`src/design/cgw_pkg.sv`:
```
// Shared types, constants and codes for the gift-wrap convex hull block.
// Used by cgw_ctrl, cgw_datapath and convex_hull_gift_wrap_top; no dependencies.
package cgw_pkg;

    localparam int MAX_POINTS = 64;
    localparam int COORD_BITS = 16;
    localparam int IDX_BITS   = $clog2(MAX_POINTS);
    localparam int CNT_BITS   = $clog2(MAX_POINTS + 1);
    localparam int DIFF_BITS  = COORD_BITS + 1;
    localparam int PROD_BITS  = 2 * DIFF_BITS;
    localparam int SUM_BITS   = PROD_BITS + 1;

    // Operation codes of the func field.
    localparam logic FUNC_LOAD = 1'b0;
    localparam logic FUNC_RUN  = 1'b1;

    // Status codes carried on every result word.
    localparam logic [1:0] STATUS_OK       = 2'd0;
    localparam logic [1:0] STATUS_EMPTY    = 2'd1;
    localparam logic [1:0] STATUS_OVERFLOW = 2'd2;

    typedef struct packed {
        logic                         func;
        logic signed [COORD_BITS-1:0] px;
        logic signed [COORD_BITS-1:0] py;
    } cmd_word_t;

    typedef struct packed {
        logic signed [COORD_BITS-1:0] hull_x;
        logic signed [COORD_BITS-1:0] hull_y;
        logic                         last_vertex;
        logic [1:0]                   status;
    } vtx_word_t;

    typedef struct packed {
        logic signed [COORD_BITS-1:0] x;
        logic signed [COORD_BITS-1:0] y;
    } point_t;

    typedef enum logic [3:0] {
        ST_IDLE,
        ST_LEFT_RD,
        ST_LEFT_CMP,
        ST_CHECK,
        ST_SCAN_RD,
        ST_SCAN_DIFF,
        ST_SCAN_MUL,
        ST_SCAN_CMP,
        ST_EMIT
    } state_t;

    // Commands from the controller to the datapath.
    typedef struct packed {
        logic                mem_we;
        logic                mem_re;
        logic [IDX_BITS-1:0] mem_addr;
        logic                left_upd;
        logic                left_first;
        logic                cur_from_start;
        logic                load_best;
        logic                diff_en;
        logic                mul_en;
        logic                cmp_en;
        logic                advance;
        logic                out_load;
        logic                out_last;
        logic                out_zero;
        logic [1:0]          out_status;
    } cmd_t;

    // Status from the datapath to the controller.
    typedef struct packed {
        logic out_free;
        logic stop_hit;
    } stat_t;

endpackage

```
`src/design/cgw_ctrl.sv`:
```
// Controller of the hull block: load counting, leftmost search, candidate
// scan sequencing and result emission. Depends on cgw_pkg.
module cgw_ctrl (
    input  logic           clk,
    input  logic           rst_n,
    input  logic           cmd_valid,
    output logic           cmd_stall,
    input  logic           func,
    input  cgw_pkg::stat_t stat,
    output cgw_pkg::cmd_t  cmd
);

    cgw_pkg::state_t state_reg, state_next;
    logic [cgw_pkg::CNT_BITS-1:0] count_reg, count_next;
    logic [cgw_pkg::CNT_BITS-1:0] n_reg, n_next;
    logic [cgw_pkg::CNT_BITS-1:0] i_reg, i_next;
    logic [cgw_pkg::CNT_BITS-1:0] k_reg, k_next;
    logic [cgw_pkg::CNT_BITS-1:0] i_inc;
    logic                         ovf_reg, ovf_next;
    logic [1:0]                   st_reg, st_next;
    logic                         force_last_reg, force_last_next;
    logic                         empty_reg, empty_next;
    logic                         last_now;
    logic                         accept;

    assign cmd_stall = (state_reg != cgw_pkg::ST_IDLE);
    assign accept    = cmd_valid && !cmd_stall;
    assign i_inc     = i_reg + 1'b1;
    assign last_now  = force_last_reg || stat.stop_hit;

    // Next state and datapath commands.
    always_comb
    begin
        state_next      = state_reg;
        count_next      = count_reg;
        n_next          = n_reg;
        i_next          = i_reg;
        k_next          = k_reg;
        ovf_next        = ovf_reg;
        st_next         = st_reg;
        force_last_next = force_last_reg;
        empty_next      = empty_reg;
        cmd             = '0;
        cmd.mem_addr    = i_reg[cgw_pkg::IDX_BITS-1:0];
        cmd.out_last    = last_now;
        cmd.out_zero    = empty_reg;
        cmd.out_status  = empty_reg ? cgw_pkg::STATUS_EMPTY : st_reg;

        case (state_reg)
            cgw_pkg::ST_IDLE:
            begin
                cmd.mem_addr = count_reg[cgw_pkg::IDX_BITS-1:0];
                if (accept && (func == cgw_pkg::FUNC_LOAD))
                begin
                    if (count_reg < cgw_pkg::CNT_BITS'(cgw_pkg::MAX_POINTS))
                    begin
                        cmd.mem_we = 1'b1;
                        count_next = count_reg + 1'b1;
                    end
                    else
                    begin
                        ovf_next = 1'b1;
                    end
                end
                else if (accept)
                begin
                    n_next          = count_reg;
                    st_next         = ovf_reg ? cgw_pkg::STATUS_OVERFLOW : cgw_pkg::STATUS_OK;
                    count_next      = '0;
                    ovf_next        = 1'b0;
                    i_next          = '0;
                    k_next          = '0;
                    if (count_reg == '0)
                    begin
                        empty_next      = 1'b1;
                        force_last_next = 1'b1;
                        state_next      = cgw_pkg::ST_EMIT;
                    end
                    else
                    begin
                        empty_next      = 1'b0;
                        force_last_next = 1'b0;
                        state_next      = cgw_pkg::ST_LEFT_RD;
                    end
                end
            end

            // Leftmost search: one read and one compare per point.
            cgw_pkg::ST_LEFT_RD:
            begin
                cmd.mem_re = 1'b1;
                state_next = cgw_pkg::ST_LEFT_CMP;
            end

            cgw_pkg::ST_LEFT_CMP:
            begin
                cmd.left_upd   = 1'b1;
                cmd.left_first = (i_reg == '0);
                i_next         = i_inc;
                state_next     = (i_inc == n_reg) ? cgw_pkg::ST_CHECK : cgw_pkg::ST_LEFT_RD;
            end

            // Before each scan, decide whether the vertex limit ends the walk.
            cgw_pkg::ST_CHECK:
            begin
                cmd.cur_from_start = (k_reg == '0);
                i_next             = '0;
                if (k_reg == cgw_pkg::CNT_BITS'(cgw_pkg::MAX_POINTS - 1))
                begin
                    force_last_next = 1'b1;
                    state_next      = cgw_pkg::ST_EMIT;
                end
                else
                begin
                    state_next = cgw_pkg::ST_SCAN_RD;
                end
            end

            cgw_pkg::ST_SCAN_RD:
            begin
                cmd.mem_re = 1'b1;
                state_next = cgw_pkg::ST_SCAN_DIFF;
            end

            // The first point seeds the best candidate without a test.
            cgw_pkg::ST_SCAN_DIFF:
            begin
                if (i_reg == '0)
                begin
                    cmd.load_best = 1'b1;
                    i_next        = i_inc;
                    state_next    = (i_inc == n_reg) ? cgw_pkg::ST_EMIT : cgw_pkg::ST_SCAN_RD;
                end
                else
                begin
                    cmd.diff_en = 1'b1;
                    state_next  = cgw_pkg::ST_SCAN_MUL;
                end
            end

            cgw_pkg::ST_SCAN_MUL:
            begin
                cmd.mul_en = 1'b1;
                state_next = cgw_pkg::ST_SCAN_CMP;
            end

            cgw_pkg::ST_SCAN_CMP:
            begin
                cmd.cmp_en = 1'b1;
                i_next     = i_inc;
                state_next = (i_inc == n_reg) ? cgw_pkg::ST_EMIT : cgw_pkg::ST_SCAN_RD;
            end

            // Emit the current vertex once the output register is free.
            cgw_pkg::ST_EMIT:
            begin
                if (stat.out_free)
                begin
                    cmd.out_load = 1'b1;
                    if (last_now)
                    begin
                        state_next = cgw_pkg::ST_IDLE;
                    end
                    else
                    begin
                        cmd.advance = 1'b1;
                        k_next      = k_reg + 1'b1;
                        state_next  = cgw_pkg::ST_CHECK;
                    end
                end
            end

            default:
            begin
                state_next = cgw_pkg::ST_IDLE;
            end
        endcase
    end

    // Control registers.
    always_ff @(posedge clk or negedge rst_n)
    begin
        if (!rst_n)
        begin
            state_reg      <= cgw_pkg::ST_IDLE;
            count_reg      <= '0;
            n_reg          <= '0;
            i_reg          <= '0;
            k_reg          <= '0;
            ovf_reg        <= 1'b0;
            st_reg         <= cgw_pkg::STATUS_OK;
            force_last_reg <= 1'b0;
            empty_reg      <= 1'b0;
        end
        else
        begin
            state_reg      <= state_next;
            count_reg      <= count_next;
            n_reg          <= n_next;
            i_reg          <= i_next;
            k_reg          <= k_next;
            ovf_reg        <= ovf_next;
            st_reg         <= st_next;
            force_last_reg <= force_last_next;
            empty_reg      <= empty_next;
        end
    end

endmodule

```
`config.mk`:
```
export PLATFORM = sky130hd
export DESIGN_NAME = cgw_ctrl
export DESIGN_NICKNAME = d
export VERILOG_FILES = /design/src/design/cgw_pkg.sv /design/src/design/cgw_ctrl.sv
export SDC_FILE = /design/constraint.sdc
export NUM_CORES = 1
export LEC_CHECK = 0
export BUFFER_PORTS_ARGS = -buffer_cell sky130_fd_sc_hd__buf_2
export CAP_MARGIN = 30
export CORE_MARGIN = 2
export CORE_UTILIZATION = 52
export DETAILED_ROUTE_END_ITERATION = 12
export PLACE_DENSITY = 0.77
export SETUP_SLACK_MARGIN = 0.3
export SLEW_MARGIN = 15
export SYNTH_ARGS = -nofsm -noshare
export SYNTH_HDL_FRONTEND = slang
export SYNTH_SLANG_ARGS = --single-unit
```
`constraint.sdc`:
```
create_clock -name clk -period 1.81 [get_ports clk]
set_input_delay 0.0905 -clock clk [delete_from_list [all_inputs] [get_ports clk]]
set_output_delay 0.0905 -clock clk [all_outputs]
set_load 0.01 [all_outputs]
```
======== Word-level counts from Yosys, hierarchy flattened ========
Cells that the tools add are included.
storage, ports and cells
  register bits ........................... 37
  input bits .............................. 6
cells by class
  $add $sub $neg .......................... 3
  magnitude comparators ................... 1
  equal/unequal tests ..................... 18
  multiplexer cells ....................... 44
  bitwise operators ....................... 2
  reductions and logical operators ........ 22
operators by type and width
  kind                                                  number
  two-way mux 7 bit                                     7
  case mux 4 bit (9 select lines)                       1
  two-way mux 4 bit                                     7
  case mux 7 bit (4 select lines)                       1
  adder 7 x 1 -> 7 bit (second input constant)          3
  logical NOT 7 bit                                     3
  two-way mux 1 bit                                     17
  equality test 4 x 3 -> 1 bit (second input constant)  4
  two-way mux 2 bit                                     8
  inequality test 2 bit (second input constant)         7
  case mux 7 bit (2 select lines)                       1
  AND reduction 3 bit                                   4
  equality test 4 x 2 -> 1 bit (second input constant)  2
  AND reduction 4 bit                                   2
  nonzero test 4 bit                                    2
  equality test 7 x 6 -> 1 bit (second input constant)  1
  equality test 7 bit                                   1
  < comparator 7 bit (second input constant)            1
  two-way mux 6 bit                                     1
  nonzero test 2 bit                                    3
  AND reduction 5 bit                                   1
  equality test 4 x 1 -> 1 bit (second input constant)  1
  equality test 4 bit (second input constant)           1
  logical NOT 4 bit                                     1
  7 further kinds                                       10

======== Longest topological paths before layout ========
Gate-level depths: netlist of the first run.
  depth in word-level cells ............... 6
  mapped depth ............................ 7

======== Worst setup path after synthesis of the first run ========
No wires, ideal clock.
  path kind ............................... reg-to-reg
  from .................................... register i_reg[0] (netlist name)
  to ...................................... register i_reg[6] (netlist name)
  library setup time ...................... 122 ps
  arrival time ............................ 1,697 ps
  slack ................................... -9 ps
  cell stages (with the launch flop) ...... 8
  clock period less this slack ............ 1,819 ps
  path through ............................ dfrtp_1 inv_1 ha_1 nor4b_4 nand3_1 a31oi_4 a21bo_1 a32o_1
on the way
  cells in the longest elaborated chain, start to end .. 3
  elaborated cells between the ends (all ways) .. 6
  classes of those cells .................. 1 x add/sub; 1 x eq/ne; 2 x mux; 2 x reduce/logical
ends and longest elaborated chain
  element                                                                        RTL line                         text
  start, declared                                                                cgw_ctrl.sv:16                   logic [cgw_pkg::CNT_BITS-1:0] i_reg, i_next;
  start signal, assigned                                                         cgw_ctrl.sv:200                  i_reg <= i_next;
  adder 7 x 1 -> 7 bit / logical NOT 7 bit (equally long branches)               cgw_ctrl.sv:28, cgw_ctrl.sv:128
  two-way mux 7 bit / inequality test 2 bit (equally long branches)              --
  case mux 7 bit (4 select lines) / AND reduction 4 bit (equally long branches)  --
Several ways; a longest one is shown, not always the timed one. The select of a mux whose other input is x is not followed.
A chain may end at the register's enable or synchronous reset.

======== Worst setup path after layout of the first run ========
  from .................................... register state_reg[1]
  to ...................................... register k_reg[5] (netlist name)
on the way
  cells in the longest elaborated chain, start to end .. 6
  elaborated cells between the ends (all ways) .. 13
  classes of those cells .................. 5 x eq/ne; 1 x mux; 7 x reduce/logical
ends and longest elaborated chain
  element                                 RTL line         text
  start, declared                         cgw_ctrl.sv:13   cgw_pkg::state_t state_reg, state_next;
  start signal, assigned                  cgw_ctrl.sv:185  state_reg <= cgw_pkg::ST_IDLE;
  start signal, assigned                  cgw_ctrl.sv:197  state_reg <= state_next;
  nonzero test 4 bit                      cgw_ctrl.sv:26   assign cmd_stall = (state_reg != cgw_pkg::ST_IDLE);
  logical NOT 1 bit                       cgw_ctrl.sv:27   assign accept = cmd_valid && !cmd_stall;
  logical AND 1 bit                       cgw_ctrl.sv:27
  logical AND 1 bit                       cgw_ctrl.sv:53   if (accept && (func == cgw_pkg::FUNC_LOAD))
  inequality test 2 bit (no source line)  --
  AND reduction 5 bit (no source line)    --
  end signal, assigned                    cgw_ctrl.sv:201  k_reg <= k_next;
  end, declared                           cgw_ctrl.sv:17   logic [cgw_pkg::CNT_BITS-1:0] k_reg, k_next;
Several ways; a longest one is shown, not always the timed one.

==> flow_summary.html, run 1 <==
<table>
<tr><th>Metric</th><th>Value</th></tr>
<tr><th colspan="2">Run status</th></tr>
<tr><td>Status</td><td>finished with violations</td></tr>
<tr><td>Failing checks</td><td>setup timing</td></tr>
<tr><th colspan="2">Route</th></tr>
<tr><td>Vias per Instance</td><td>6.13</td></tr>
<tr><td>Wirelength per Cell</td><td>20.2 um</td></tr>
<tr><td>Drt initial violations</td><td>204</td></tr>
<tr><td>Detailed-route via count</td><td>2,459</td></tr>
<tr><td>Detailed-router iteration count before antenna repair</td><td>4</td></tr>
<tr><td>DRC violations left</td><td>0</td></tr>
<tr><td>WL final</td><td>8100 um</td></tr>
<tr><td>DRT antenna net count</td><td>0</td></tr>
<tr><th colspan="2">Power and ir drop</th></tr>
<tr><td>Power density over the cells</td><td>1510 nW/um^2</td></tr>
<tr><td>Max IR drop VDD</td><td>688 uV</td></tr>
<tr><td>Leakage dissipation</td><td>1.66 nW</td></tr>
<tr><th colspan="2">Logic synthesis</th></tr>
<tr><td>Count of yosys warnings during synthesis</td><td>0</td></tr>
<tr><td>Average cell area after synthesis</td><td>8.46 um^2</td></tr>
<tr><td>Async SR Flop Fraction</td><td>100%</td></tr>
<tr><td>Syn Inst Count</td><td>269</td></tr>
<tr><td>Simple-gate portion of the synthesized area</td><td>28.2%</td></tr>
<tr><td>Share of the synthesized area in compound gates (AO/OA/AOI/OAI)</td><td>14.6%</td></tr>
<tr><td>Post-synth EDFFs</td><td>0</td></tr>
<tr><td>Main combinational cell family by area after synthesis</td><td>simple AND/OR/NAND/NOR gates</td></tr>
<tr><td>Leading register cell type out of synthesis</td><td>sky130_fd_sc_hd__dfrtp_1</td></tr>
<tr><td>Total standard cell area after synthesis</td><td>2270 um^2</td></tr>
<tr><td>Adder-cell share of the synthesized area</td><td>3.30%</td></tr>
<tr><td>FF+latch count, synth</td><td>36</td></tr>
<tr><td>Xor and xnor area share after synthesis</td><td>6.93%</td></tr>
<tr><td>Number of distinct standard cells referenced by the synthesized netlist</td><td>50</td></tr>
<tr><td>Post-Synthesis Net Count</td><td>281</td></tr>
<tr><td>Portion of netlist area occupied by mux cells</td><td>0.880%</td></tr>
<tr><td>Register area share after synthesis</td><td>39.6%</td></tr>
<tr><th colspan="2">Placement</th></tr>
<tr><td>Routability-driven placement congestion ratio</td><td>0.884</td></tr>
<tr><td>PortBufs</td><td>27</td></tr>
<tr><td>Area after DPL</td><td>2590 um^2</td></tr>
<tr><td>Setup slack after placement</td><td>-0.000715 ns</td></tr>
<tr><td>Total half-perimeter wirelength after legalization and detailed placement</td><td>4050 um</td></tr>
<tr><td>Placed instance count</td><td>353</td></tr>
<tr><th colspan="2">Timing</th></tr>
<tr><td>Final critical delay including setup and external delays</td><td>1.88 ns</td></tr>
<tr><td>Clk_skew</td><td>0.00982 ns</td></tr>
<tr><td>Worst slew margin</td><td>44.7%</td></tr>
<tr><td>Period utilization</td><td>104%</td></tr>
<tr><td>Setup Viol. Count Final</td><td>5</td></tr>
<tr><td>Smallest setup slack after layout</td><td>-0.0692 ns</td></tr>
<tr><td>Hold violation total from the final report</td><td>0</td></tr>
<tr><td>Final hold slack</td><td>0.177 ns</td></tr>
<tr><td>Achievable frequency</td><td>0.532 GHz</td></tr>
<tr><td>RSZ-0062 raised after global routing</td><td>yes</td></tr>
<tr><td>Number of pins exceeding their max-slew limit in the final report</td><td>0</td></tr>
<tr><td>Pin slew with the least headroom to its limit</td><td>0.829 ns</td></tr>
<tr><th colspan="2">GRT</th></tr>
<tr><td>First-pass GRT wire length</td><td>10,600 um</td></tr>
<tr><td>Global-route track usage on met1</td><td>36.5%</td></tr>
<tr><td>Global routing usage summed across all routing layers</td><td>27.4%</td></tr>
<tr><td>Pin count of the biggest net entering global routing</td><td>37</td></tr>
<tr><td>Remaining global-route overflow</td><td>0</td></tr>
<tr><td>Top Usage Layer GRT</td><td>met2</td></tr>
<tr><td>Met2 track utilization from global routing</td><td>45.4%</td></tr>
<tr><td>Vias in the first global route</td><td>2,181</td></tr>
<tr><td>M3 GR Usage</td><td>4.33%</td></tr>
<tr><td>Antenna violations before repair</td><td>0</td></tr>
<tr><th colspan="2">Setup path</th></tr>
<tr><td>Data arrival at the endpoint of the critical path</td><td>2.07 ns</td></tr>
<tr><td>Family with the most delay on the worst path</td><td>simple AND/OR/NAND/NOR gates</td></tr>
<tr><td>Buffers plus inverters on the worst setup path</td><td>1</td></tr>
<tr><td>CP Data Required Time</td><td>2.00 ns</td></tr>
<tr><td>Worst Setup Start Kind</td><td>flip-flop</td></tr>
<tr><td>CP max FO</td><td>7</td></tr>
<tr><td>Maximum single-stage delay on the critical path</td><td>0.48 ns</td></tr>
<tr><td>Type of element capturing the critical path</td><td>flip-flop</td></tr>
<tr><td>Worst path slowest cell</td><td>sky130_fd_sc_hd__dfrtp_2</td></tr>
<tr><td>Cell Chain, Critical Path</td><td>buf_4 &gt; or3_4 &gt; a21oi_4 &gt; nand4_1 &gt; xor2_1 &gt; nor2_1</td></tr>
<tr><td>Classification of the worst setup path</td><td>flip-flop to flip-flop</td></tr>
<tr><th colspan="2">Min path</th></tr>
<tr><td>Hold Crit Class</td><td>input port to flip-flop</td></tr>
<tr><th colspan="2">Cells and area</th></tr>
<tr><td>Final standard cell utilization of the core</td><td>84.4%</td></tr>
<tr><td>Number of nets in the finished design</td><td>360</td></tr>
<tr><td>Number of standard cells in the layout, taps in and fillers out</td><td>401</td></tr>
<tr><td>Layout-stage area growth over the synthesis result</td><td>59.4%</td></tr>
<tr><td>Final-layout fill cell count</td><td>203</td></tr>
<tr><td>Post-route cell area</td><td>3630 um^2</td></tr>
<tr><td>Layout cells sized above 1</td><td>57.9%</td></tr>
<tr><td>ANT cells</td><td>0</td></tr>
<tr><th colspan="2">CTS</th></tr>
<tr><td>Clock transition at the register clock pins on the worst setup and hold paths after CTS</td><td>0.08 ns</td></tr>
<tr><td>Clock tree buffer depth</td><td>2</td></tr>
<tr><td>Number of buffers created by CTS</td><td>5</td></tr>
<tr><td>Htree depth</td><td>2</td></tr>
<tr><td>Cell at the root of the clock tree</td><td>sky130_fd_sc_hd__clkbuf_8</td></tr>
<tr><td>Latest clock arrival within the worst-skew pair</td><td>0.30 ns</td></tr>
<tr><td>TritonCTS clock tree</td><td>built</td></tr>
<tr><td>Num Clock Sinks</td><td>36</td></tr>
<tr><th colspan="2">Die</th></tr>
<tr><td>Floorplan die width</td><td>70.1 um</td></tr>
<tr><td>Die Footprint</td><td>4920 um^2</td></tr>
<tr><td>Starting Density</td><td>53.0%</td></tr>
<tr><td>Number of primary I/O pins</td><td>28</td></tr>
<tr><td>Number of standard-cell rows in the floorplan</td><td>24</td></tr>
<tr><td>Die Y-Extent</td><td>70.1 um</td></tr>
<tr><td>Placeable Area</td><td>4290 um^2</td></tr>
<tr><th colspan="2">Job</th></tr>
<tr><td>Number of max-capacitance violations reported</td><td>0</td></tr>
</table>
[repair_timing]
action / CTS / global route
endpoints found under the setup margin: 52 / 54
gates cloned: 2 / 1
pin swaps: 26 / 43
gates resized for setup: 83 / 81
hold buffers: 1 / 0
buffers inserted: 16 / 20
hold endpoints to repair: 36 / 0
[cell usage after synthesis (6+ instances only)]
library cell,n,area [um^2]
sky130_fd_sc_hd__ha_1,6,75.1
sky130_fd_sc_hd__nand3_1,8,40.0
sky130_fd_sc_hd__nor2_1,24,90.1
sky130_fd_sc_hd__nor3_1,10,50.1
sky130_fd_sc_hd__xor2_1,8,70.1
sky130_fd_sc_hd__nand2_1,49,184
sky130_fd_sc_hd__o21ai_0,19,95.1
sky130_fd_sc_hd__nor4_1,7,43.8
sky130_fd_sc_hd__a21oi_1,6,30.0
sky130_fd_sc_hd__xnor2_1,10,87.6
sky130_fd_sc_hd__clkbuf_1,7,26.3
sky130_fd_sc_hd__inv_1,13,48.8
sky130_fd_sc_hd__dfrtp_1,36,901
[final cells by class]
cell class / count / area (um^2) / area share [%]
Clock inverter: 2 / 10.0 / 0.276
Sequential cell: 36 / 910 / 25.1
Timing Repair Buffer: 88 / 738 / 20.4
Tap cell: 52 / 65.1 / 1.79
Inverter: 14 / 62.6 / 1.73
Clock buffer: 6 / 82.6 / 2.28
Multi-Input combinational cell: 203 / 1760 / 48.5
[cell families (layout without fill, tap and decap cells)]
| family | after synthesis | count (layout) |
|---|---|---|
| AND/OR/NAND/NOR | 128 | 129 |
| AO/OA/AOI/OAI | 48 | 48 |
| flip-flops | 36 | 36 |
| buffers and inverters | 31 | 110 |
| XOR/XNOR | 18 | 18 |
| adder cells (fa/ha/maj) | 6 | 6 |
| multiplexers | 2 | 2 |
[metrics by stage]
step | power [mW] | setup TNS, ns
floorplan | 2.69 | 0
global placement | 3.24 | 0
detailed placement | 3.29 | -0.000715
CTS | 4.55 | -0.152
global route | 5.77 | -1.21
finish | 5.48 | -0.144
[placed cells by master, fill, tap and decap left out, types with 6 or more instances in the layout]
master	netlist	routed
sky130_fd_sc_hd__buf_4	3	34
sky130_fd_sc_hd__dfrtp_1	36	29
sky130_fd_sc_hd__nand2_1	49	26
sky130_fd_sc_hd__buf_6	2	26
sky130_fd_sc_hd__buf_2	4	24
sky130_fd_sc_hd__nand2_2	0	18
sky130_fd_sc_hd__nor2_1	24	13
sky130_fd_sc_hd__o21ai_1	0	11
sky130_fd_sc_hd__inv_1	13	9
sky130_fd_sc_hd__nor2_4	0	7
sky130_fd_sc_hd__o21ai_2	0	7
sky130_fd_sc_hd__dfrtp_2	0	7
sky130_fd_sc_hd__nor3_4	0	6
sky130_fd_sc_hd__xor2_1	8	6
sky130_fd_sc_hd__clkbuf_8	0	6
[where the power goes]
| part | switching, mW | internal [mW] |
|---|---|---|
| Clock | 0.319 | 0.304 |
| Sequential | 0.300 | 1.02 |
| Combinational | 1.84 | 1.70 |
| Total | 2.46 | 3.02 |
[worst reg2reg max path, delay by kind of cell (launching register included)]
kind                   cells  cell delay, ns
AND/OR/NAND/NOR            3            0.66
flip-flops                 1            0.48
AO/OA/AOI/OAI              1            0.26
XOR/XNOR                   1            0.20
buffers and inverters      1            0.17
[layer usage]
metal  vias to the layer above  wire [um]
met5                         -          0
met4                         0        317
met3                        31        519
met2                       116       4200
met1                      1219       3060
li1                       1093          -
[final timing paths]
check | start | end | slack (ns) | depth (start not counted)
min in group asynchronous | rst_n | state_reg[1] | 0.42 | 2
min reg2reg | k_reg[0] | k_reg[0] | 0.52 | 1
min | func | count_reg[2] | 0.18 | 2
max in group asynchronous | rst_n | count_reg[5] | 0.81 | 2
max reg2reg | state_reg[1] | k_reg[5] | -0.07 | 6
max | state_reg[1] | k_reg[5] | -0.07 | 6
No activity file was read; power rests on OpenSTA's default activity.
==> inputs of run 2 (changes only) <==
- CORE_ASPECT_RATIO: default -> 1.2
- PLACE_DENSITY: 0.77 -> 0.75
==> run 2 against run 1 <==
Global-route usage shrank 0.26 points. Power shrank 2.8%. Clock power shrank 0.6%. Count of clock-buffer cells in the layout is the same. Non-clock buffer count is the same. The flow still finishes with violations (setup timing).
==> flow_summary.html, run 2 (same netlist as run 1, synthesis figures left out) <==
<table>
<tr><th>Metric</th><th>Value</th></tr>
<tr><th colspan="2">Power and ir drop</th></tr>
<tr><td>Max IR drop VDD</td><td>797 uV</td></tr>
<tr><td>Power density over the cells</td><td>1480 nW/um^2</td></tr>
<tr><td>Leakage dissipation</td><td>1.65 nW</td></tr>
<tr><td>Power, Total</td><td>5.33 mW</td></tr>
<tr><th colspan="2">Setup path</th></tr>
<tr><td>CP Data Required Time</td><td>1.72 ns</td></tr>
<tr><td>Data arrival at the endpoint of the critical path</td><td>1.84 ns</td></tr>
<tr><td>Buffers plus inverters on the worst setup path</td><td>5</td></tr>
<tr><td>Cell Chain, Critical Path</td><td>buf_6 &gt; nor4_4 &gt; buf_4 &gt; buf_8 &gt; inv_8 &gt; nand2_2 &gt; nand2_2 &gt; buf_6</td></tr>
<tr><td>Classification of the worst setup path</td><td>flip-flop to output port</td></tr>
<tr><td>Maximum single-stage delay on the critical path</td><td>0.44 ns</td></tr>
<tr><td>Type of element capturing the critical path</td><td>output port</td></tr>
<tr><td>Family with the most delay on the worst path</td><td>buffers and inverters</td></tr>
<tr><td>CP max FO</td><td>5</td></tr>
<tr><td>Worst path slowest cell</td><td>sky130_fd_sc_hd__dfrtp_1</td></tr>
<tr><td>Worst Setup Start Kind</td><td>flip-flop</td></tr>
<tr><th colspan="2">CTS</th></tr>
<tr><td>Num Clock Sinks</td><td>36</td></tr>
<tr><td>Number of buffers created by CTS</td><td>5</td></tr>
<tr><td>Clock transition at the register clock pins on the worst setup and hold paths after CTS</td><td>0.08 ns</td></tr>
<tr><td>Latest clock arrival within the worst-skew pair</td><td>0.30 ns</td></tr>
<tr><td>Clock tree buffer depth</td><td>2</td></tr>
<tr><td>Cell at the root of the clock tree</td><td>sky130_fd_sc_hd__clkbuf_8</td></tr>
<tr><td>TritonCTS clock tree</td><td>built</td></tr>
<tr><td>Htree depth</td><td>2</td></tr>
<tr><th colspan="2">Route</th></tr>
<tr><td>Detailed-router iteration count before antenna repair</td><td>4</td></tr>
<tr><td>WL final</td><td>7970 um</td></tr>
<tr><td>Drt initial violations</td><td>159</td></tr>
<tr><td>Detailed-route via count</td><td>2,446</td></tr>
<tr><td>Wirelength per Cell</td><td>19.7 um</td></tr>
<tr><td>DRT antenna net count</td><td>0</td></tr>
<tr><td>DRC violations left</td><td>0</td></tr>
<tr><td>Vias per Instance</td><td>6.05</td></tr>
<tr><th colspan="2">Cells and area</th></tr>
<tr><td>Layout-stage area growth over the synthesis result</td><td>57.8%</td></tr>
<tr><td>Final standard cell utilization of the core</td><td>84.9%</td></tr>
<tr><td>Number of nets in the finished design</td><td>359</td></tr>
<tr><td>Leading cell type in the layout, fill and taps excluded</td><td>sky130_fd_sc_hd__dfrtp_1</td></tr>
<tr><td>Most frequent cells in the layout</td><td>32 x sky130_fd_sc_hd__dfrtp_1, 31 x sky130_fd_sc_hd__buf_6, 28 x sky130_fd_sc_hd__buf_4, 27 x sky130_fd_sc_hd__nand2_1, 21 x sky130_fd_sc_hd__buf_2</td></tr>
<tr><td>Number of standard cells in the layout, taps in and fillers out</td><td>404</td></tr>
<tr><td>Final-layout fill cell count</td><td>205</td></tr>
<tr><td>Layout cells sized above 1</td><td>52.6%</td></tr>
<tr><td>ANT cells</td><td>0</td></tr>
<tr><th colspan="2">Timing</th></tr>
<tr><td>Hold violation total from the final report</td><td>0</td></tr>
<tr><td>Achievable frequency</td><td>0.517 GHz</td></tr>
<tr><td>Worst slew margin</td><td>42.9%</td></tr>
<tr><td>RSZ-0062 raised after global routing</td><td>yes</td></tr>
<tr><td>Period utilization</td><td>107%</td></tr>
<tr><td>Smallest setup slack after layout</td><td>-0.122 ns</td></tr>
<tr><td>Number of pins exceeding their max-slew limit in the final report</td><td>0</td></tr>
<tr><td>Setup Viol. Count Final</td><td>24</td></tr>
<tr><td>Final critical delay including setup and external delays</td><td>1.93 ns</td></tr>
<tr><td>Clk_skew</td><td>0.00701 ns</td></tr>
<tr><td>Pin slew with the least headroom to its limit</td><td>0.856 ns</td></tr>
<tr><th colspan="2">Die</th></tr>
<tr><td>Die Y-Extent</td><td>76.5 um</td></tr>
<tr><td>Number of standard-cell rows in the floorplan</td><td>26</td></tr>
<tr><td>Starting Density</td><td>53.8%</td></tr>
<tr><td>Die Footprint</td><td>4920 um^2</td></tr>
<tr><td>Floorplan die width</td><td>64.4 um</td></tr>
<tr><td>Placeable Area</td><td>4230 um^2</td></tr>
<tr><td>Number of primary I/O pins</td><td>28</td></tr>
<tr><th colspan="2">Placement</th></tr>
<tr><td>Routability-driven placement congestion ratio</td><td>0.880</td></tr>
<tr><td>Total half-perimeter wirelength after legalization and detailed placement</td><td>3950 um</td></tr>
<tr><td>Placed instance count</td><td>362</td></tr>
<tr><td>PortBufs</td><td>27</td></tr>
<tr><td>Setup slack after placement</td><td>0.0256 ns</td></tr>
<tr><th colspan="2">GRT</th></tr>
<tr><td>Remaining global-route overflow</td><td>0</td></tr>
<tr><td>Pin count of the biggest net entering global routing</td><td>37</td></tr>
<tr><td>Vias in the first global route</td><td>2,253</td></tr>
<tr><td>Antenna violations before repair</td><td>0</td></tr>
<tr><td>Global routing usage summed across all routing layers</td><td>27.1%</td></tr>
<tr><td>First-pass GRT wire length</td><td>10,500 um</td></tr>
<tr><th colspan="2">Run status</th></tr>
<tr><td>Failing checks</td><td>setup timing</td></tr>
<tr><td>Status</td><td>finished with violations</td></tr>
<tr><th colspan="2">Min path</th></tr>
<tr><td>Hold Crit Class</td><td>input port to flip-flop</td></tr>
<tr><th colspan="2">Job</th></tr>
<tr><td>Number of max-capacitance violations reported</td><td>0</td></tr>
</table>
==> run 2: power breakdown <==
group	internal (mW)	switching, mW	total (mW)	leakage, nW
Sequential	1.01	0.307	1.32	0.464
Combinational	1.63	1.76	3.39	1.14
Clock	0.304	0.315	0.619	0.0510
==> run 2: stage by stage <==
stage	TNS (ns)	hold slack [ns]	instance area, um^2
global placement	0	0.237	2640
detailed placement	0	0.234	2640
global route	-2.67	0.187	3590
finish	-1.45	0.176	3590
floorplan	0	-0.205	2340
CTS	0	0.149	3120
==> run 2: timing repair <==
action,4_1_cts,5_1_grt
cloned,1,1
endpoints found under the hold margin,36,0
setup endpoints to repair,52,54
hold buffers,1,0
buffers inserted,18,13
pin swaps,22,39
gates resized for setup,72,86
==> run 2: path summary, 6_finish.rpt <==
kind	from	to	slack, ns	depth (start not counted)
max	state_reg[3]	cmd[18]	-0.12	8
min	func	count_reg[5]	0.18	3
max reg2reg	state_reg[3]	count_reg[6]	-0.10	10
min reg2reg	st_reg[1]	st_reg[1]	0.49	2
max in group asynchronous	rst_n	count_reg[5]	0.78	2
min in group asynchronous	rst_n	state_reg[3]	0.43	2
==> run 2: worst register-to-register path, stage by stage, from the launching register on <==
cell and delay, ns:
sky130_fd_sc_hd__dfrtp_1 0.44, sky130_fd_sc_hd__buf_6 0.15, sky130_fd_sc_hd__nor4_4 0.31, sky130_fd_sc_hd__nand2_1 0.11, sky130_fd_sc_hd__buf_6 0.15, sky130_fd_sc_hd__buf_6 0.11, sky130_fd_sc_hd__buf_12 0.13, sky130_fd_sc_hd__buf_8 0.13
sky130_fd_sc_hd__nor2_2 0.10, sky130_fd_sc_hd__a31oi_1 0.11, sky130_fd_sc_hd__nor2_1 0.11
==> run 2: cell type report <==
class                      instances  area [um^2]  share of cell area (%)
timing repair buffer              88          805                    22.4
clock inverter                     2         10.0                   0.279
multi-input combinational        202         1640                    45.8
clock buffer                       6         82.6                    2.30
inverter                          14         72.6                    2.02
tap                               56         70.1                    1.95
sequential                        36          906                    25.2
==> run 2: metal layers <==
metal	routed length, um	track usage [%]	up-vias
met2	4100	48.1	112
li1	-	-	1088
met3	423	4.43	44
met1	2990	32.1	1202
met4	454	11.1	0
met5	0	0	-
==> inputs of run 3 (changes only) <==
- CELL_PAD_IN_SITES_DETAIL_PLACEMENT: default -> 1
- CELL_PAD_IN_SITES_GLOBAL_PLACEMENT: default -> 1
- CORE_UTILIZATION: 52 -> 39
- CTS_CLUSTER_SIZE: default -> 40
- PLACE_DENSITY: 0.75 -> default
- PLACE_DENSITY_LB_ADDON: default -> 0.1
==> run 3 against run 2 <==
The run still ends with setup timing left. Final cell count up 6.9%. Clock skew down 0.0012 ns. Utilization down 17 points. Combinational power up 14%. Hold slack better by 0.0092 ns. Global-route usage down 3.8 points. Critical path depth down 2. Die area up 31%.
==> flow_summary.html, run 3 (same netlist as run 1, synthesis figures left out) <==
<table>
<tr><th>Metric</th><th>Value</th></tr>
<tr><th colspan="2">Run status</th></tr>
<tr><td>Status</td><td>finished with violations</td></tr>
<tr><td>Failing checks</td><td>setup timing</td></tr>
<tr><th colspan="2">Die</th></tr>
<tr><td>Starting Density</td><td>40.4%</td></tr>
<tr><td>Placeable Area</td><td>5630 um^2</td></tr>
<tr><td>Die Y-Extent</td><td>87.7 um</td></tr>
<tr><td>Number of standard-cell rows in the floorplan</td><td>30</td></tr>
<tr><td>Floorplan die width</td><td>73.7 um</td></tr>
<tr><td>Die Footprint</td><td>6460 um^2</td></tr>
<tr><td>Number of primary I/O pins</td><td>28</td></tr>
<tr><th colspan="2">Cells and area</th></tr>
<tr><td>Number of standard cells in the layout, taps in and fillers out</td><td>432</td></tr>
<tr><td>Post-route cell area</td><td>3810 um^2</td></tr>
<tr><td>Final-layout fill cell count</td><td>602</td></tr>
<tr><td>Layout-stage area growth over the synthesis result</td><td>67.4%</td></tr>
<tr><td>ANT cells</td><td>0</td></tr>
<tr><td>Number of nets in the finished design</td><td>380</td></tr>
<tr><td>Storage cell area</td><td>907 um^2</td></tr>
<tr><td>Layout cells sized above 1</td><td>58.7%</td></tr>
<tr><td>Most frequent cells in the layout</td><td>52 x sky130_fd_sc_hd__buf_4, 31 x sky130_fd_sc_hd__dfrtp_1, 28 x sky130_fd_sc_hd__buf_6, 23 x sky130_fd_sc_hd__nand2_1, 23 x sky130_fd_sc_hd__buf_2</td></tr>
<tr><td>Multi-input logic area</td><td>1760 um^2</td></tr>
<tr><td>Leading cell type in the layout, fill and taps excluded</td><td>sky130_fd_sc_hd__buf_4</td></tr>
<tr><th colspan="2">Setup path</th></tr>
<tr><td>Classification of the worst setup path</td><td>flip-flop to output port</td></tr>
<tr><td>Type of element capturing the critical path</td><td>output port</td></tr>
<tr><td>Endpoint of the worst setup timing path</td><td>cmd[13]</td></tr>
<tr><td>Worst-case register-to-register setup slack</td><td>-0.09 ns</td></tr>
<tr><td>Buffers plus inverters on the worst setup path</td><td>3</td></tr>
<tr><td>Data arrival at the endpoint of the critical path</td><td>1.88 ns</td></tr>
<tr><td>Cell Chain, Critical Path</td><td>nor4_4 &gt; buf_4 &gt; buf_8 &gt; nand2_2 &gt; o21ai_1 &gt; buf_2</td></tr>
<tr><td>Worst path slowest cell</td><td>sky130_fd_sc_hd__dfrtp_2</td></tr>
<tr><td>Critical R2R Capture</td><td>k_reg[4]</td></tr>
<tr><td>CP max FO</td><td>8</td></tr>
<tr><td>Maximum single-stage delay on the critical path</td><td>0.47 ns</td></tr>
<tr><td>Worst Setup Start Kind</td><td>flip-flop</td></tr>
<tr><td>CP Data Required Time</td><td>1.72 ns</td></tr>
<tr><td>Origin of the critical flop-to-flop path</td><td>state_reg[3]</td></tr>
<tr><td>Family with the most delay on the worst path</td><td>simple AND/OR/NAND/NOR gates</td></tr>
<tr><td>Register-to-Register Path Depth</td><td>6</td></tr>
<tr><td>Worst setup startpoint</td><td>state_reg[0]</td></tr>
<tr><td>Critical path depth</td><td>6</td></tr>
<tr><th colspan="2">CTS</th></tr>
<tr><td>Clock transition at the register clock pins on the worst setup and hold paths after CTS</td><td>0.07 ns</td></tr>
<tr><td>Cell at the root of the clock tree</td><td>sky130_fd_sc_hd__clkbuf_8</td></tr>
<tr><td>TritonCTS clock tree</td><td>built</td></tr>
<tr><td>Number of buffers created by CTS</td><td>5</td></tr>
<tr><td>Clock tree buffer depth</td><td>2</td></tr>
<tr><td>Latest clock arrival within the worst-skew pair</td><td>0.29 ns</td></tr>
<tr><td>Htree depth</td><td>2</td></tr>
<tr><td>Num Clock Sinks</td><td>36</td></tr>
<tr><th colspan="2">Power and ir drop</th></tr>
<tr><td>Power, Total</td><td>5.68 mW</td></tr>
<tr><td>Leakage dissipation</td><td>1.75 nW</td></tr>
<tr><td>Max IR drop VDD</td><td>776 uV</td></tr>
<tr><td>Power density over the cells</td><td>1490 nW/um^2</td></tr>
<tr><th colspan="2">Timing</th></tr>
<tr><td>Setup total negative slack</td><td>-1.55 ns</td></tr>
<tr><td>Smallest setup slack after layout</td><td>-0.165 ns</td></tr>
<tr><td>Worst slew margin</td><td>66.6%</td></tr>
<tr><td>RSZ-0062 raised after global routing</td><td>yes</td></tr>
<tr><td>Final critical delay including setup and external delays</td><td>1.98 ns</td></tr>
<tr><td>Period utilization</td><td>109%</td></tr>
<tr><td>Pin slew with the least headroom to its limit</td><td>0.500 ns</td></tr>
<tr><td>Hold violation total from the final report</td><td>0</td></tr>
<tr><td>Achievable frequency</td><td>0.506 GHz</td></tr>
<tr><td>Number of pins exceeding their max-slew limit in the final report</td><td>0</td></tr>
<tr><td>Clk_skew</td><td>0.00583 ns</td></tr>
<tr><td>Setup Viol. Count Final</td><td>29</td></tr>
<tr><th colspan="2">Min path</th></tr>
<tr><td>Hold Crit Class</td><td>input port to flip-flop</td></tr>
<tr><th colspan="2">Job</th></tr>
<tr><td>Number of max-capacitance violations reported</td><td>0</td></tr>
<tr><th colspan="2">Route</th></tr>
<tr><td>Wirelength per Cell</td><td>21.9 um</td></tr>
<tr><td>Detailed-router iteration count before antenna repair</td><td>4</td></tr>
<tr><td>Drt initial violations</td><td>76</td></tr>
<tr><td>DRT antenna net count</td><td>0</td></tr>
<tr><td>Vias per Instance</td><td>5.66</td></tr>
<tr><td>DRC violations left</td><td>0</td></tr>
<tr><td>Detailed-route via count</td><td>2,446</td></tr>
<tr><td>WL final</td><td>9450 um</td></tr>
<tr><th colspan="2">Placement</th></tr>
<tr><td>Total half-perimeter wirelength after legalization and detailed placement</td><td>4740 um</td></tr>
<tr><td>Setup slack after placement</td><td>0.0249 ns</td></tr>
<tr><td>Placed instance count</td><td>377</td></tr>
<tr><td>PortBufs</td><td>27</td></tr>
<tr><td>Routability-driven placement congestion ratio</td><td>0.792</td></tr>
<tr><td>Area after DPL</td><td>2710 um^2</td></tr>
<tr><th colspan="2">GRT</th></tr>
<tr><td>Antenna violations before repair</td><td>0</td></tr>
<tr><td>Vias in the first global route</td><td>2,358</td></tr>
<tr><td>First-pass GRT wire length</td><td>11,700 um</td></tr>
<tr><td>Global routing usage summed across all routing layers</td><td>23.3%</td></tr>
<tr><td>Pin count of the biggest net entering global routing</td><td>37</td></tr>
<tr><td>Remaining global-route overflow</td><td>0</td></tr>
</table>
run 3: report_power, final:
group	switching (mW)	leakage (nW)	internal (mW)	total (mW)
Clock	0.300	0.0410	0.262	0.562
Combinational	2.01	1.25	1.84	3.85
Sequential	0.256	0.462	1.01	1.27
run 3: per-stage QoR:
stage          hold WS (ns)  util (%)
2_1_floorplan        -0.205         -
3_3_place_gp          0.178      48.1
3_5_place_dp          0.179      48.1
4_1_cts               0.155      59.8
5_1_grt               0.214      67.6
6_report              0.185      67.6
run 3: layout make-up:
class	count	share of cell area, %
clock inverter	1	0.131
timing repair buffer	109	24.2
tap	64	2.10
sequential	36	23.8
inverter	14	1.64
clock buffer	6	1.91
multi-input combinational	202	46.2
run 3: worst min-delay path by stage:
| stage | endpoint | start | slack [ns] | cells after the start |
|---|---|---|---|---|
| 3_5_place_dp | i_reg[6] | rst_n | 0.18 | 2 |
| 6_report | count_reg[4] | func | 0.18 | 3 |
| 5_1_grt | count_reg[4] | func | 0.21 | 3 |
| 2_1_floorplan | count_reg[0] | rst_n | -0.21 | 0 |
| 3_3_place_gp | i_reg[6] | rst_n | 0.18 | 2 |
| 4_1_cts | ovf_reg | cmd_valid | 0.15 | 3 |
run 3: worst min-delay path, stage by stage:
cell and delay, ns:
sky130_fd_sc_hd__buf_2 0.09, sky130_fd_sc_hd__buf_4 0.18, sky130_fd_sc_hd__o21ai_1 0.08
run 3: repair_timing:
action	CTS	global route
setup buffers	25	20
cloned	2	0
pin swaps	35	36
hold endpoints to repair	36	0
gates resized for setup	105	65
hold buffers	1	0
endpoints found under the setup margin	53	54
run 3: per-layer routing:
layer  GRT usage (%)  vias up  routed length (um)
li1                -     1124                   -
met2            40.7       54                5100
met4            5.29        0                 344
met3            3.22       29                 191
met5               0        -                   0
met1            30.4     1239                3820
